<file path="src/rtl/ttf_pkg.sv">
package ttf_pkg;

    // Default width of the position, normal, texture and tangent fields.
    localparam int VALUE_WIDTH_DEF = 16;

    // Width of the configuration register.
    localparam int CFG_W = 16;

    // Normals and emitted tangents are Q1.14 held in 16 bits.
    localparam int NORM_W  = 16;
    localparam int ONE_Q14 = 16384;

    // Scaled tangent and bitangent: magnitude below 2^24.
    localparam int SB_W  = 25;
    localparam int SB_HI = 24;
    localparam int SB_LO = 22;

    // Projected tangent is scaled down until its magnitude is below 2^30.
    localparam int T_HI = 30;

    // Coarse step of the block scaling unit.
    localparam int COARSE = 8;

    // Shared multiplier and accumulator.
    localparam int MUL_W = 32;
    localparam int ACC_W = 64;

    // Dot product of the normal with the scaled tangent, and its split.
    localparam int DOT_W   = 42;
    localparam int D_SPLIT = 20;
    localparam int T_SHIFT = 28;

    // Cross product terms.
    localparam int CROSS_W = 32;

    // Square root: first trial bit of a 64-bit radicand.
    localparam int SQRT_TOP = 62;
    localparam int LEN_W    = 32;

    // Division: numerator width and quotient bits.
    localparam int NUM_W  = 48;
    localparam int QUOT_W = 16;
    localparam int Q_SHIFT = 15;

    // Entries of the queue between the front and the back.
    localparam int QUEUE_DEPTH = 2;

    // Width of one triangle record: ten differences and nine normal components.
    function automatic int rec_width(input int vw);
        return 10 * (vw + 1) + 9 * NORM_W;
    endfunction

endpackage

</file>
<file path="src/rtl/ttf_front.sv">
module ttf_front
    import ttf_pkg::*;
#(
    parameter int VALUE_WIDTH = VALUE_WIDTH_DEF
)
(
    input  logic                                 clk,
    input  logic                                 rst_n,
    input  logic                                 in_valid,
    output logic                                 in_ready,
    input  logic signed [VALUE_WIDTH-1:0]        pos_x,
    input  logic signed [VALUE_WIDTH-1:0]        pos_y,
    input  logic signed [VALUE_WIDTH-1:0]        pos_z,
    input  logic signed [VALUE_WIDTH-1:0]        norm_x,
    input  logic signed [VALUE_WIDTH-1:0]        norm_y,
    input  logic signed [VALUE_WIDTH-1:0]        norm_z,
    input  logic signed [VALUE_WIDTH-1:0]        tex_u,
    input  logic signed [VALUE_WIDTH-1:0]        tex_v,
    input  logic                                 q_full,
    output logic                                 q_push,
    output logic [rec_width(VALUE_WIDTH)-1:0]    q_data
);

    localparam int D_W = VALUE_WIDTH + 1;
    localparam int CW  = (VALUE_WIDTH > NORM_W) ? VALUE_WIDTH : NORM_W;
    localparam logic signed [CW-1:0] N_MAX = CW'(ONE_Q14);
    localparam logic signed [CW-1:0] N_MIN = CW'(-ONE_Q14);
    localparam logic [1:0] CC_THIRD = 2'd2;

    logic [1:0]                    cc_reg;
    logic signed [VALUE_WIDTH-1:0] hp_reg [2][3];
    logic signed [NORM_W-1:0]      hn_reg [2][3];
    logic signed [VALUE_WIDTH-1:0] ht_reg [2][2];

    logic signed [VALUE_WIDTH-1:0] p_in [3];
    logic signed [VALUE_WIDTH-1:0] n_in [3];
    logic signed [NORM_W-1:0]      nc [3];
    logic signed [D_W-1:0]         e1 [3];
    logic signed [D_W-1:0]         e2 [3];
    logic signed [D_W-1:0]         du1, dv1, du2, dv2;
    logic                          accept;

    assign p_in[0] = pos_x;
    assign p_in[1] = pos_y;
    assign p_in[2] = pos_z;
    assign n_in[0] = norm_x;
    assign n_in[1] = norm_y;
    assign n_in[2] = norm_z;

    // The third corner waits for room in the queue; the first two are always taken.
    assign in_ready = (cc_reg != CC_THIRD) || !q_full;
    assign accept   = in_valid && in_ready;
    assign q_push   = accept && (cc_reg == CC_THIRD);

    // Saturate each normal component to the unit range.
    always_comb
    begin
        logic signed [CW-1:0] nx;
        for (int i = 0; i < 3; i++)
        begin
            nx = CW'(n_in[i]);
            if (nx > N_MAX)
            begin
                nc[i] = NORM_W'(N_MAX);
            end
            else if (nx < N_MIN)
            begin
                nc[i] = NORM_W'(N_MIN);
            end
            else
            begin
                nc[i] = NORM_W'(nx);
            end
        end
    end

    // Edge and texture differences against the first corner.
    always_comb
    begin
        for (int i = 0; i < 3; i++)
        begin
            e1[i] = D_W'(hp_reg[1][i]) - D_W'(hp_reg[0][i]);
            e2[i] = D_W'(p_in[i]) - D_W'(hp_reg[0][i]);
        end
        du1 = D_W'(ht_reg[1][0]) - D_W'(ht_reg[0][0]);
        dv1 = D_W'(ht_reg[1][1]) - D_W'(ht_reg[0][1]);
        du2 = D_W'(tex_u) - D_W'(ht_reg[0][0]);
        dv2 = D_W'(tex_v) - D_W'(ht_reg[0][1]);
    end

    // Pack the triangle record.
    always_comb
    begin
        q_data = '0;
        for (int i = 0; i < 3; i++)
        begin
            q_data[i * D_W +: D_W]       = e1[i];
            q_data[(3 + i) * D_W +: D_W] = e2[i];
            q_data[10 * D_W + i * NORM_W +: NORM_W]       = hn_reg[0][i];
            q_data[10 * D_W + (3 + i) * NORM_W +: NORM_W] = hn_reg[1][i];
            q_data[10 * D_W + (6 + i) * NORM_W +: NORM_W] = nc[i];
        end
        q_data[6 * D_W +: D_W] = du1;
        q_data[7 * D_W +: D_W] = dv1;
        q_data[8 * D_W +: D_W] = du2;
        q_data[9 * D_W +: D_W] = dv2;
    end

    // Corner counter.
    always_ff @(posedge clk or negedge rst_n)
    begin
        if (!rst_n)
        begin
            cc_reg <= '0;
        end
        else if (accept)
        begin
            cc_reg <= (cc_reg == CC_THIRD) ? 2'd0 : cc_reg + 2'd1;
        end
    end

    // Hold the first two corners.
    always_ff @(posedge clk)
    begin
        if (accept && (cc_reg != CC_THIRD))
        begin
            for (int i = 0; i < 3; i++)
            begin
                hp_reg[cc_reg[0]][i] <= p_in[i];
                hn_reg[cc_reg[0]][i] <= nc[i];
            end
            ht_reg[cc_reg[0]][0] <= tex_u;
            ht_reg[cc_reg[0]][1] <= tex_v;
        end
    end

endmodule

</file>
<file path="config.mk">
export PLATFORM = sky130hd
export DESIGN_NAME = ttf_front
export DESIGN_NICKNAME = d
export VERILOG_FILES = /design/src/rtl/ttf_pkg.sv /design/src/rtl/ttf_front.sv
export SDC_FILE = /design/constraint.sdc
export NUM_CORES = 1
export LEC_CHECK = 0
export ABC_AREA = 1
export BUFFER_PORTS_ARGS = -buffer_cell sky130_fd_sc_hd__buf_2
export CAP_MARGIN = 40
export CORE_MARGIN = 1
export CORE_UTILIZATION = 30
export CTS_BUF_LIST = sky130_fd_sc_hd__clkbuf_4 sky130_fd_sc_hd__clkbuf_8
export CTS_CLUSTER_SIZE = 40
export DETAILED_ROUTE_END_ITERATION = 10
export MAX_ROUTING_LAYER = met4
export PLACE_DENSITY = 0.55
export REMOVE_ABC_BUFFERS = 1
export SYNTH_ARGS = -nofsm -noshare
export SYNTH_HDL_FRONTEND = slang
export SYNTH_SLANG_ARGS = --single-unit
</file>
<file path="constraint.sdc">
create_clock -name clk -period 16.4 [get_ports clk]
set_clock_uncertainty 0.15 [all_clocks]
set_input_delay 4.1 -clock clk [delete_from_list [all_inputs] [get_ports clk]]
set_output_delay 4.1 -clock clk [all_outputs]
set_load 0.01 [all_outputs]
</file>
# [Word-level counts from Yosys, hierarchy flattened]
# Memories as Yosys holds them, arrays and structs flattened.
# Cells that the tools add are included.
[totals] latchBits=0 rom_bits=0 out_inout_bits=316 ramBits=256 wordCells=37 input_bits=132 register_bits=2 memories=3
[mem_list] memory="hn_reg" words=2 word_bits=48 read_ports=2 rd_ports_with_merged_regs=0 write_ports=1 line="ttf_front.sv:32" text="logic signed [NORM_W-1:0] hn_reg [2][3];"
[mem_list] memory="hp_reg" words=2 word_bits=48 read_ports=2 rd_ports_with_merged_regs=0 write_ports=1 line="ttf_front.sv:31" text="logic signed [VALUE_WIDTH-1:0] hp_reg [2][3];"
[mem_list] memory="ht_reg" words=2 word_bits=32 read_ports=2 rd_ports_with_merged_regs=0 write_ports=1 line="ttf_front.sv:33" text="logic signed [VALUE_WIDTH-1:0] ht_reg [2][2];"
[op_classes] muxes=9 eq_ne=2 multipliers=0 n_shift=0 n_bitwise=0 n_div=0 n_reduce_logical=5 n_lt_le_gt_ge=6 add_sub_neg=11
[ops] cell="$sub A16 B16 Y17" n=10
[ops] cell="$mux W16" n=6
[ops] cell="$gt A16 B16 Y1 const B" n=3
[ops] cell="$lt A16 B15 Y1 const B" n=3
[ops] cell="$logic_and A1 B1 Y1" n=3
[ops] cell="$add A2 B1 Y2 const B" n=1
[ops] cell="$eq A2 B2 Y1 const B" n=1
[ops] cell="$mux W1" n=2
[ops] cell="$mux W2" n=1
[ops] cell="$ne A2 B2 Y1 const B" n=1
[ops] cell="$logic_not A1 Y1" n=1
[ops] cell="$logic_or A1 B1 Y1" n=1

# [Logic depth before layout (Yosys ltp)]
# Gate-level depths: netlist of the first run.
[depth] depth_word=6 ltp_mapped=12

# [Worst setup path before layout of the first run]
# OpenSTA, ideal clock, no wires.
[synth_path] kind="input -> register" from="input port q_full" to="memory hn_reg[1][0] (netlist name) (enable)" cell_stages=3 t_arrival_ns=9.689 required_time_ns=15.632 path_slack_ns=5.943 n_path_buf=0 setup_ns=0.618 path_cell_list="nand3_1 > nand2_1 > nor2_1"
[synth_between] elab_chain_len=6
[synth_lines] element="start: declaration" line="ttf_front.sv:19" text="input logic q_full,"
[synth_lines] element="$logic_not A1 Y1" line="ttf_front.sv:51" text="assign in_ready = (cc_reg != CC_THIRD) || !q_full;"
[synth_lines] element="$logic_or A1 B1 Y1" line="ttf_front.sv:51"
[synth_lines] element="$logic_and A1 B1 Y1" line="ttf_front.sv:52" text="assign accept = in_valid && in_ready;"
[synth_lines] element="$logic_and A1 B1 Y1" line="ttf_front.sv:125" text="if (accept && (cc_reg != CC_THIRD))"
[synth_lines] element="$mux W1" line="ttf_front.sv:125"
[synth_lines] element="$mux W1 (implied by the code)" line="ttf_front.sv:130" text="hn_reg[cc_reg[0]][i] <= nc[i];"
[synth_lines] element="end: declaration" line="ttf_front.sv:32"
# No other way between the ends.

# [Worst setup path after layout of the first run]
[layout_path] from="input port norm_z[12]" to="output port q_data[298]"
[layout_between] elab_chain_len=3
[layout_lines] element="start: declaration" line="ttf_front.sv:16" text="input logic signed [VALUE_WIDTH-1:0] norm_z,"
[layout_lines] element="$lt A16 B15 Y1" line="ttf_front.sv:66" text="else if (nx < N_MIN)"
[layout_lines] element="$mux W16" line="ttf_front.sv:66"
[layout_lines] element="$mux W16 (*)" line="ttf_front.sv:62" text="if (nx > N_MAX)"
[layout_lines] element="end: declaration" line="ttf_front.sv:21" text="output logic [rec_width(VALUE_WIDTH)-1:0] q_data"
# Mark *: on every way between the ends. The rest lies on a longest branch, timed or not.

==> results of run 1 <==
[cell families (layout without fill, tap and decap cells)]
group | after synthesis | after routing
simple gates | 1273 | 1273
buf+inv | 593 | 1117
compound gates | 140 | 140
flops | 258 | 258
fa+ha+maj | 170 | 170
other cells | 0 | 5
xor+xnor | 70 | 70
[tightest hold or removal path, cell delays in order (launching register included)]
cell and delay (ns):
dfrtp_1 0.36, inv_1 0.08, nand2_1 0.06, o21ai_0 0.06
[through the flow]
stage	power [mW]	instances	utilization, %
after global placement	2.624	3782	35.62
after detailed placement	2.630	3783	35.64
after global routing	3.472	3870	37.12
after CTS	3.246	3865	37.10
final	3.200	3870	37.12
after floorplan	2.030	2492	-
[synth_stat cells, drive strengths merged]
master / count / share of area [%]
buf: 6 / 0.22
nand3: 118 / 3.2
o21ai: 2 / 0.054
inv: 581 / 12
nor3: 46 / 1.3
fa: 10 / 1.1
nor2: 97 / 2.0
nand3b: 1 / 0.040
ha: 160 / 11
a21oi: 138 / 4.3
nor3b: 3 / 0.12
nand2: 991 / 20
edfxtp: 256 / 41
clkbuf: 6 / 0.12
dfrtp: 2 / 0.27
xor2: 47 / 2.2
or2: 16 / 0.54
and2: 1 / 0.034
xnor2: 23 / 1.1
[metal layers]
layer / up-vias / track usage (%) / wire length, um
met3: 75 / 2.816 / 2505
met1: 7334 / 21.10 / 24190
met4: 0 / 4.983 / 1369
li1: 8729 / - / -
met5: - / - / 0
met2: 407 / 29.45 / 25760
[power by group]
group | total (mW) | switching (mW) | internal (mW)
combinational | 1.67 | 1.09 | 0.576
clock | 0.599 | 0.274 | 0.325
sequential | 0.935 | 0.0371 | 0.898
total | 3.20 | 1.40 | 1.80
[path summary, 6_finish.rpt]
check | end | cells past startpoint
max in group asynchronous | cc_reg[0] | 1
min reg2reg | cc_reg[1] | 3
min in group asynchronous | cc_reg[1] | 1
max | q_data[298] | 7
min | cc_reg[1] | 3
max reg2reg | hp_reg[0][11] | 4
[final cells by class]
class	count	area, um^2	share of cell area [%]
multi-input combinational	1653	8687	38.00
inverter	581	2186	9.561
clock buffer	59	737.0	3.223
clock inverter	23	162.7	0.7114
tap	837	1047	4.581
antenna	5	12.51	0.05473
timing repair buffer	454	2293	10.03
sequential	258	7737	33.84
==> out/results.ini, run 1 <==
[cts]
path_clk_slew_ns = 0.06
htreeDepth = 2
clock-sinks = 258
cts_tree = yes
postCtsHoldBufs = 0
root_buffer = clkbuf_8
ctsResizeCount = 0
cts_max_path_buffers = 3
cts_setup_buffers = 0
numCtsBuffers = 47
clk_latency_ns = 0.59

[detailed_routing]
dr.pass1.iters = 6
wl_per_cell_um = 13.91
drt_iter0_drc = 682
drc_errors = 0
via_per_inst = 4.275
antenna_left = 0
routed_wl_um = 53820
vias = 16550

[worst_hold_path]
hold_path.class = reg -> reg
hp-start = cc_reg[1]

[cells_and_area]
drive_gt1_share_pct = 19.12
fill_cells = 6553
syn_to_final_growth_pct = 22.53
layout_common_cells = nand2_1 (990), inv_1 (560), buf_2 (447)
mostFrequentLayoutCell = nand2_1
final_area_mm2 = 0.02286
final_nets = 3297

[worst_setup_path]
crit_path_cell_trace = buf_2, nor2_1, nand2_1, nor3_1, nand3_1, a21oi_1, buf_2
worstPathArrival_ns = 5.94
crit_buf_inv = 2
cp_common_cell = buf_2
cp-start-kind = input pin
crit_family = simple AND/OR/NAND/NOR gates
cpPeakStageDelay_ns = 0.62
worstPathRequired_ns = 12.15
worstPathMaxFanout = 13
end_kind = primary output
critPathSlowestCell = nand3_1
reg2reg_from = cc_reg[0]
reg2reg_slack_ns = 13.68
crit_start = norm_z[12]
critical_path_class = in -> out

[floorplan]
boundaryPins = 448
die_w_um = 251.4
num_rows = 91
die-area_mm2 = 0.06320
fp.coreArea_mm2 = 0.06160
start_util_pct = 30.29
die_h_um = 251.4

[power]
irDropWorstVdd_mv = 0.1859
p_leak_nw = 12.81
p_per_area_mw_per_mm2 = 140.0

[yosys]
yosys.area_share.simple_pct = 27.06
ys_types = 25
synth_area_mm2 = 0.01866
ys_ff_latch = 258
synth_cells = 2504
avgSynthCellArea_um2 = 7.452
synth_top_family_by_area = simple AND/OR/NAND/NOR gates
synth-adder-area-share_pct = 11.80
ys_warn_count = 0
seq_area_frac_synth_pct = 41.47
yosys-mux-area-fraction_pct = 0
yosys.area_share.xor_xnor_pct = 3.286
synth-compound-area-share_pct = 4.359

[timing]
setup_viol = 0
drv_slew = 0
period_share_pct = 62.13
rsz0062_at_grt = false
tns_ns = 0
tightest_slew_ns = 0.9290
slew_headroom_pct = 38.07
fmax_mhz = 98.15
worst_slack_ns = 6.211
timing.final.hold_violations = 0
min_period_ns = 10.19
whs_ns = 0.4521

[outcome]
status = finished, final reports clean

[grt]
grt_use_total_pct = 17.33
antenna_found_initial = 5
grt_pass1_wl_um = 83350
grt-ovfl-total = 0
grt_pass1_vias = 15760
grt_max_degree = 72

[placed_design]
port_buffers = 447
place_ws_ns = 6.135
place_area_mm2 = 0.02195
finalWeightedCongestion = 0.8727
hpwl_um = 44570

[run]
cap_violations = 0

No activity file was read; power rests on OpenSTA's default activity.
==> inputs of run 2 (changes only) <==
==> constraint.sdc (replaced) <==
create_clock -name clk -period 10.33 [get_ports clk]
set_clock_uncertainty 0.15 [all_clocks]
set_input_delay 2.5825 -clock clk [delete_from_list [all_inputs] [get_ports clk]]
set_output_delay 2.5825 -clock clk [all_outputs]
set_load 0.01 [all_outputs]
==> out/results.ini, run 2 (synthesis gave the netlist of run 1 again) <==
[timing]
rsz0062_at_grt = false
drv_slew = 0  ; unchanged
tightest_slew_ns = 0.9002  ; -0.02873 ns
period_share_pct = 69.32
fmax_mhz = 139.6
min_period_ns = 7.161
tns_ns = 0  ; unchanged
whs_ns = 0.4487  ; -0.003339 ns
timing.final.hold_violations = 0  ; unchanged
setup_viol = 0  ; unchanged
slew_headroom_pct = 39.98  ; +1.9 points

[power]
p_sw_mw = 2.240  ; +60%
internal_power_mw = 2.929  ; +63%
switching_share_pct = 43.34  ; -0.44 points
p_leak_nw = 12.87  ; +0.47%
p_clk_share_pct = 20.2  ; +1.5 points
seq_power_share_pct = 28.7  ; -0.5 points
power_frac_comb_pct = 51.1  ; -1.0 points
p_per_area_mw_per_mm2 = 225.1  ; +61%
irDropWorstVdd_mv = 0.1932  ; +3.9%

[worst_setup_path]
worstPathArrival_ns = 4.43  ; -1.51 ns
cp-start-kind = input pin
end_kind = primary output
worstPathRequired_ns = 7.60  ; -4.55 ns
critical_path_class = in -> out
worstPathMaxFanout = 13  ; unchanged
crit_start = norm_z[12]
reg2reg_from = cc_reg[0]

[cts]
numCtsBuffers = 48  ; +2.1%
ctsResizeCount = 0  ; unchanged
cts_max_path_buffers = 3  ; unchanged
htreeDepth = 2  ; unchanged
cts_tree = yes
cts_setup_buffers = 0  ; unchanged
path_clk_slew_ns = 0.06  ; about the same
postCtsHoldBufs = 0  ; unchanged
root_buffer = clkbuf_8
clock-sinks = 258  ; unchanged
clk_latency_ns = 0.60  ; about the same

[cells_and_area]
layout.cells.non_filler = 3873  ; +0.078%
final_nets = 3298  ; +0.030%
layout_common_cells = nand2_1 (990), inv_1 (560), buf_2 (447)
final_area_mm2 = 0.02296  ; +0.42%
drive_gt1_share_pct = 19.33  ; +0.21 points
mostFrequentLayoutCell = nand2_1
regArea_mm2 = 0.007737  ; unchanged
fill_cells = 6556  ; +0.046%
final_util_pct = 37.27  ; +0.16 points
multiInputGateArea_mm2 = 0.008687  ; unchanged
syn_to_final_growth_pct = 23.05

[run]
cap_violations = 0  ; unchanged

[detailed_routing]
antenna_left = 0  ; unchanged
via_per_inst = 4.269  ; -0.16%
drc_errors = 0  ; unchanged
dr.pass1.iters = 5  ; -1
routed_wl_um = 54390  ; +1.1%
drt_iter0_drc = 658  ; -3.5%
wl_per_cell_um = 14.04  ; +0.98%
vias = 16530  ; -0.079%

[floorplan]
die-area_mm2 = 0.06320  ; unchanged
die_h_um = 251.4  ; unchanged
start_util_pct = 30.29  ; unchanged
boundaryPins = 448  ; unchanged
fp.coreArea_mm2 = 0.06160  ; unchanged
die_w_um = 251.4  ; unchanged
num_rows = 91  ; unchanged

[worst_hold_path]
hp-start = cc_reg[1]
hold_path.class = reg -> reg

[placed_design]
finalWeightedCongestion = 0.8700  ; -0.31%
place_area_mm2 = 0.02195  ; unchanged
dpl.cell_count = 3783  ; unchanged
port_buffers = 447  ; unchanged
hpwl_um = 44760  ; +0.44%

[outcome]
status = finished, final reports clean

[grt]
grt_max_degree = 73  ; +1.4%
grt_pass1_wl_um = 83710  ; +0.44%
grt_use_total_pct = 17.41  ; +0.087 points
grt-ovfl-total = 0  ; unchanged
grt_pass1_vias = 15660  ; -0.65%
antenna_found_initial = 4  ; -1

==> run 2: cell types whose count changed in the layout (fill, tap and decap cells not counted) <==
cell | before | now
clkbuf_8 | 47 | 54
clkinv_1 | 12 | 8
clkinv_2 | 4 | 7
clkbuf_4 | 12 | 10
clkinvlp_4 | 5 | 3
bufinv_16 | 2 | 3
==> run 2: area by class of cell <==
cell class,count,area share [%]
repair buffers,454,9.989
inverters,581,9.520
multi-input cells,1653,37.84
flip-flops and latches,258,33.70
clock buffers,64,3.564
well taps,837,4.561
diodes,5,0.05450
clock inverters,21,0.7738
==> run 2: power groups by stage <==
| stage | combinational [mW] | clock (mW) | sequential, mW |
|---|---|---|---|
| 6_report | 2.64 | 1.04 | 1.49 |
| 5_1_grt | 2.98 | 1.12 | 1.51 |
| 4_1_cts | 2.68 | 1.08 | 1.49 |
| 3_5_place_dp | 2.67 | 0 | 1.51 |
| 3_3_place_gp | 2.66 | 0 | 1.50 |
| 2_1_floorplan | 1.65 | 0 | 1.57 |
==> run 2: critical path, stage by stage <==
cell and delay [ns]:
buf_2 0.11, nor2_1 0.10, nand2_1 0.05, nor3_1 0.31, nand3_1 0.63, a21oi_1 0.45, buf_2 0.19
==> run 2: through the flow <==
stage	setup slack, ns	total power [mW]
6_report	3.169	5.169
5_1_grt	2.948	5.602
4_1_cts	3.133	5.247
3_5_place_dp	3.109	4.177
3_3_place_gp	3.091	4.165
2_1_floorplan	1.391	3.222
==> run 2: path summary, 6_finish.rpt <==
check,endpoint,slack (ns),cells after the start
worst min-delay path,cc_reg[1],0.45,3
min in group asynchronous,cc_reg[0],1.61,1
worst max register to register,hn_reg[0][20],7.68,4
worst min register to register,cc_reg[1],0.45,3
max in group asynchronous,cc_reg[1],8.32,1
worst max-delay path,q_data[298],3.17,7
==> run 2: routing by layer <==
metal  track usage, %  vias up  routed length (um)
li1                 -     8743                   -
met1            20.78     7357               24230
met2            29.72      356               26230
met3            3.355       76                2630
met4            4.983        0                1301
met5                -        -                   0
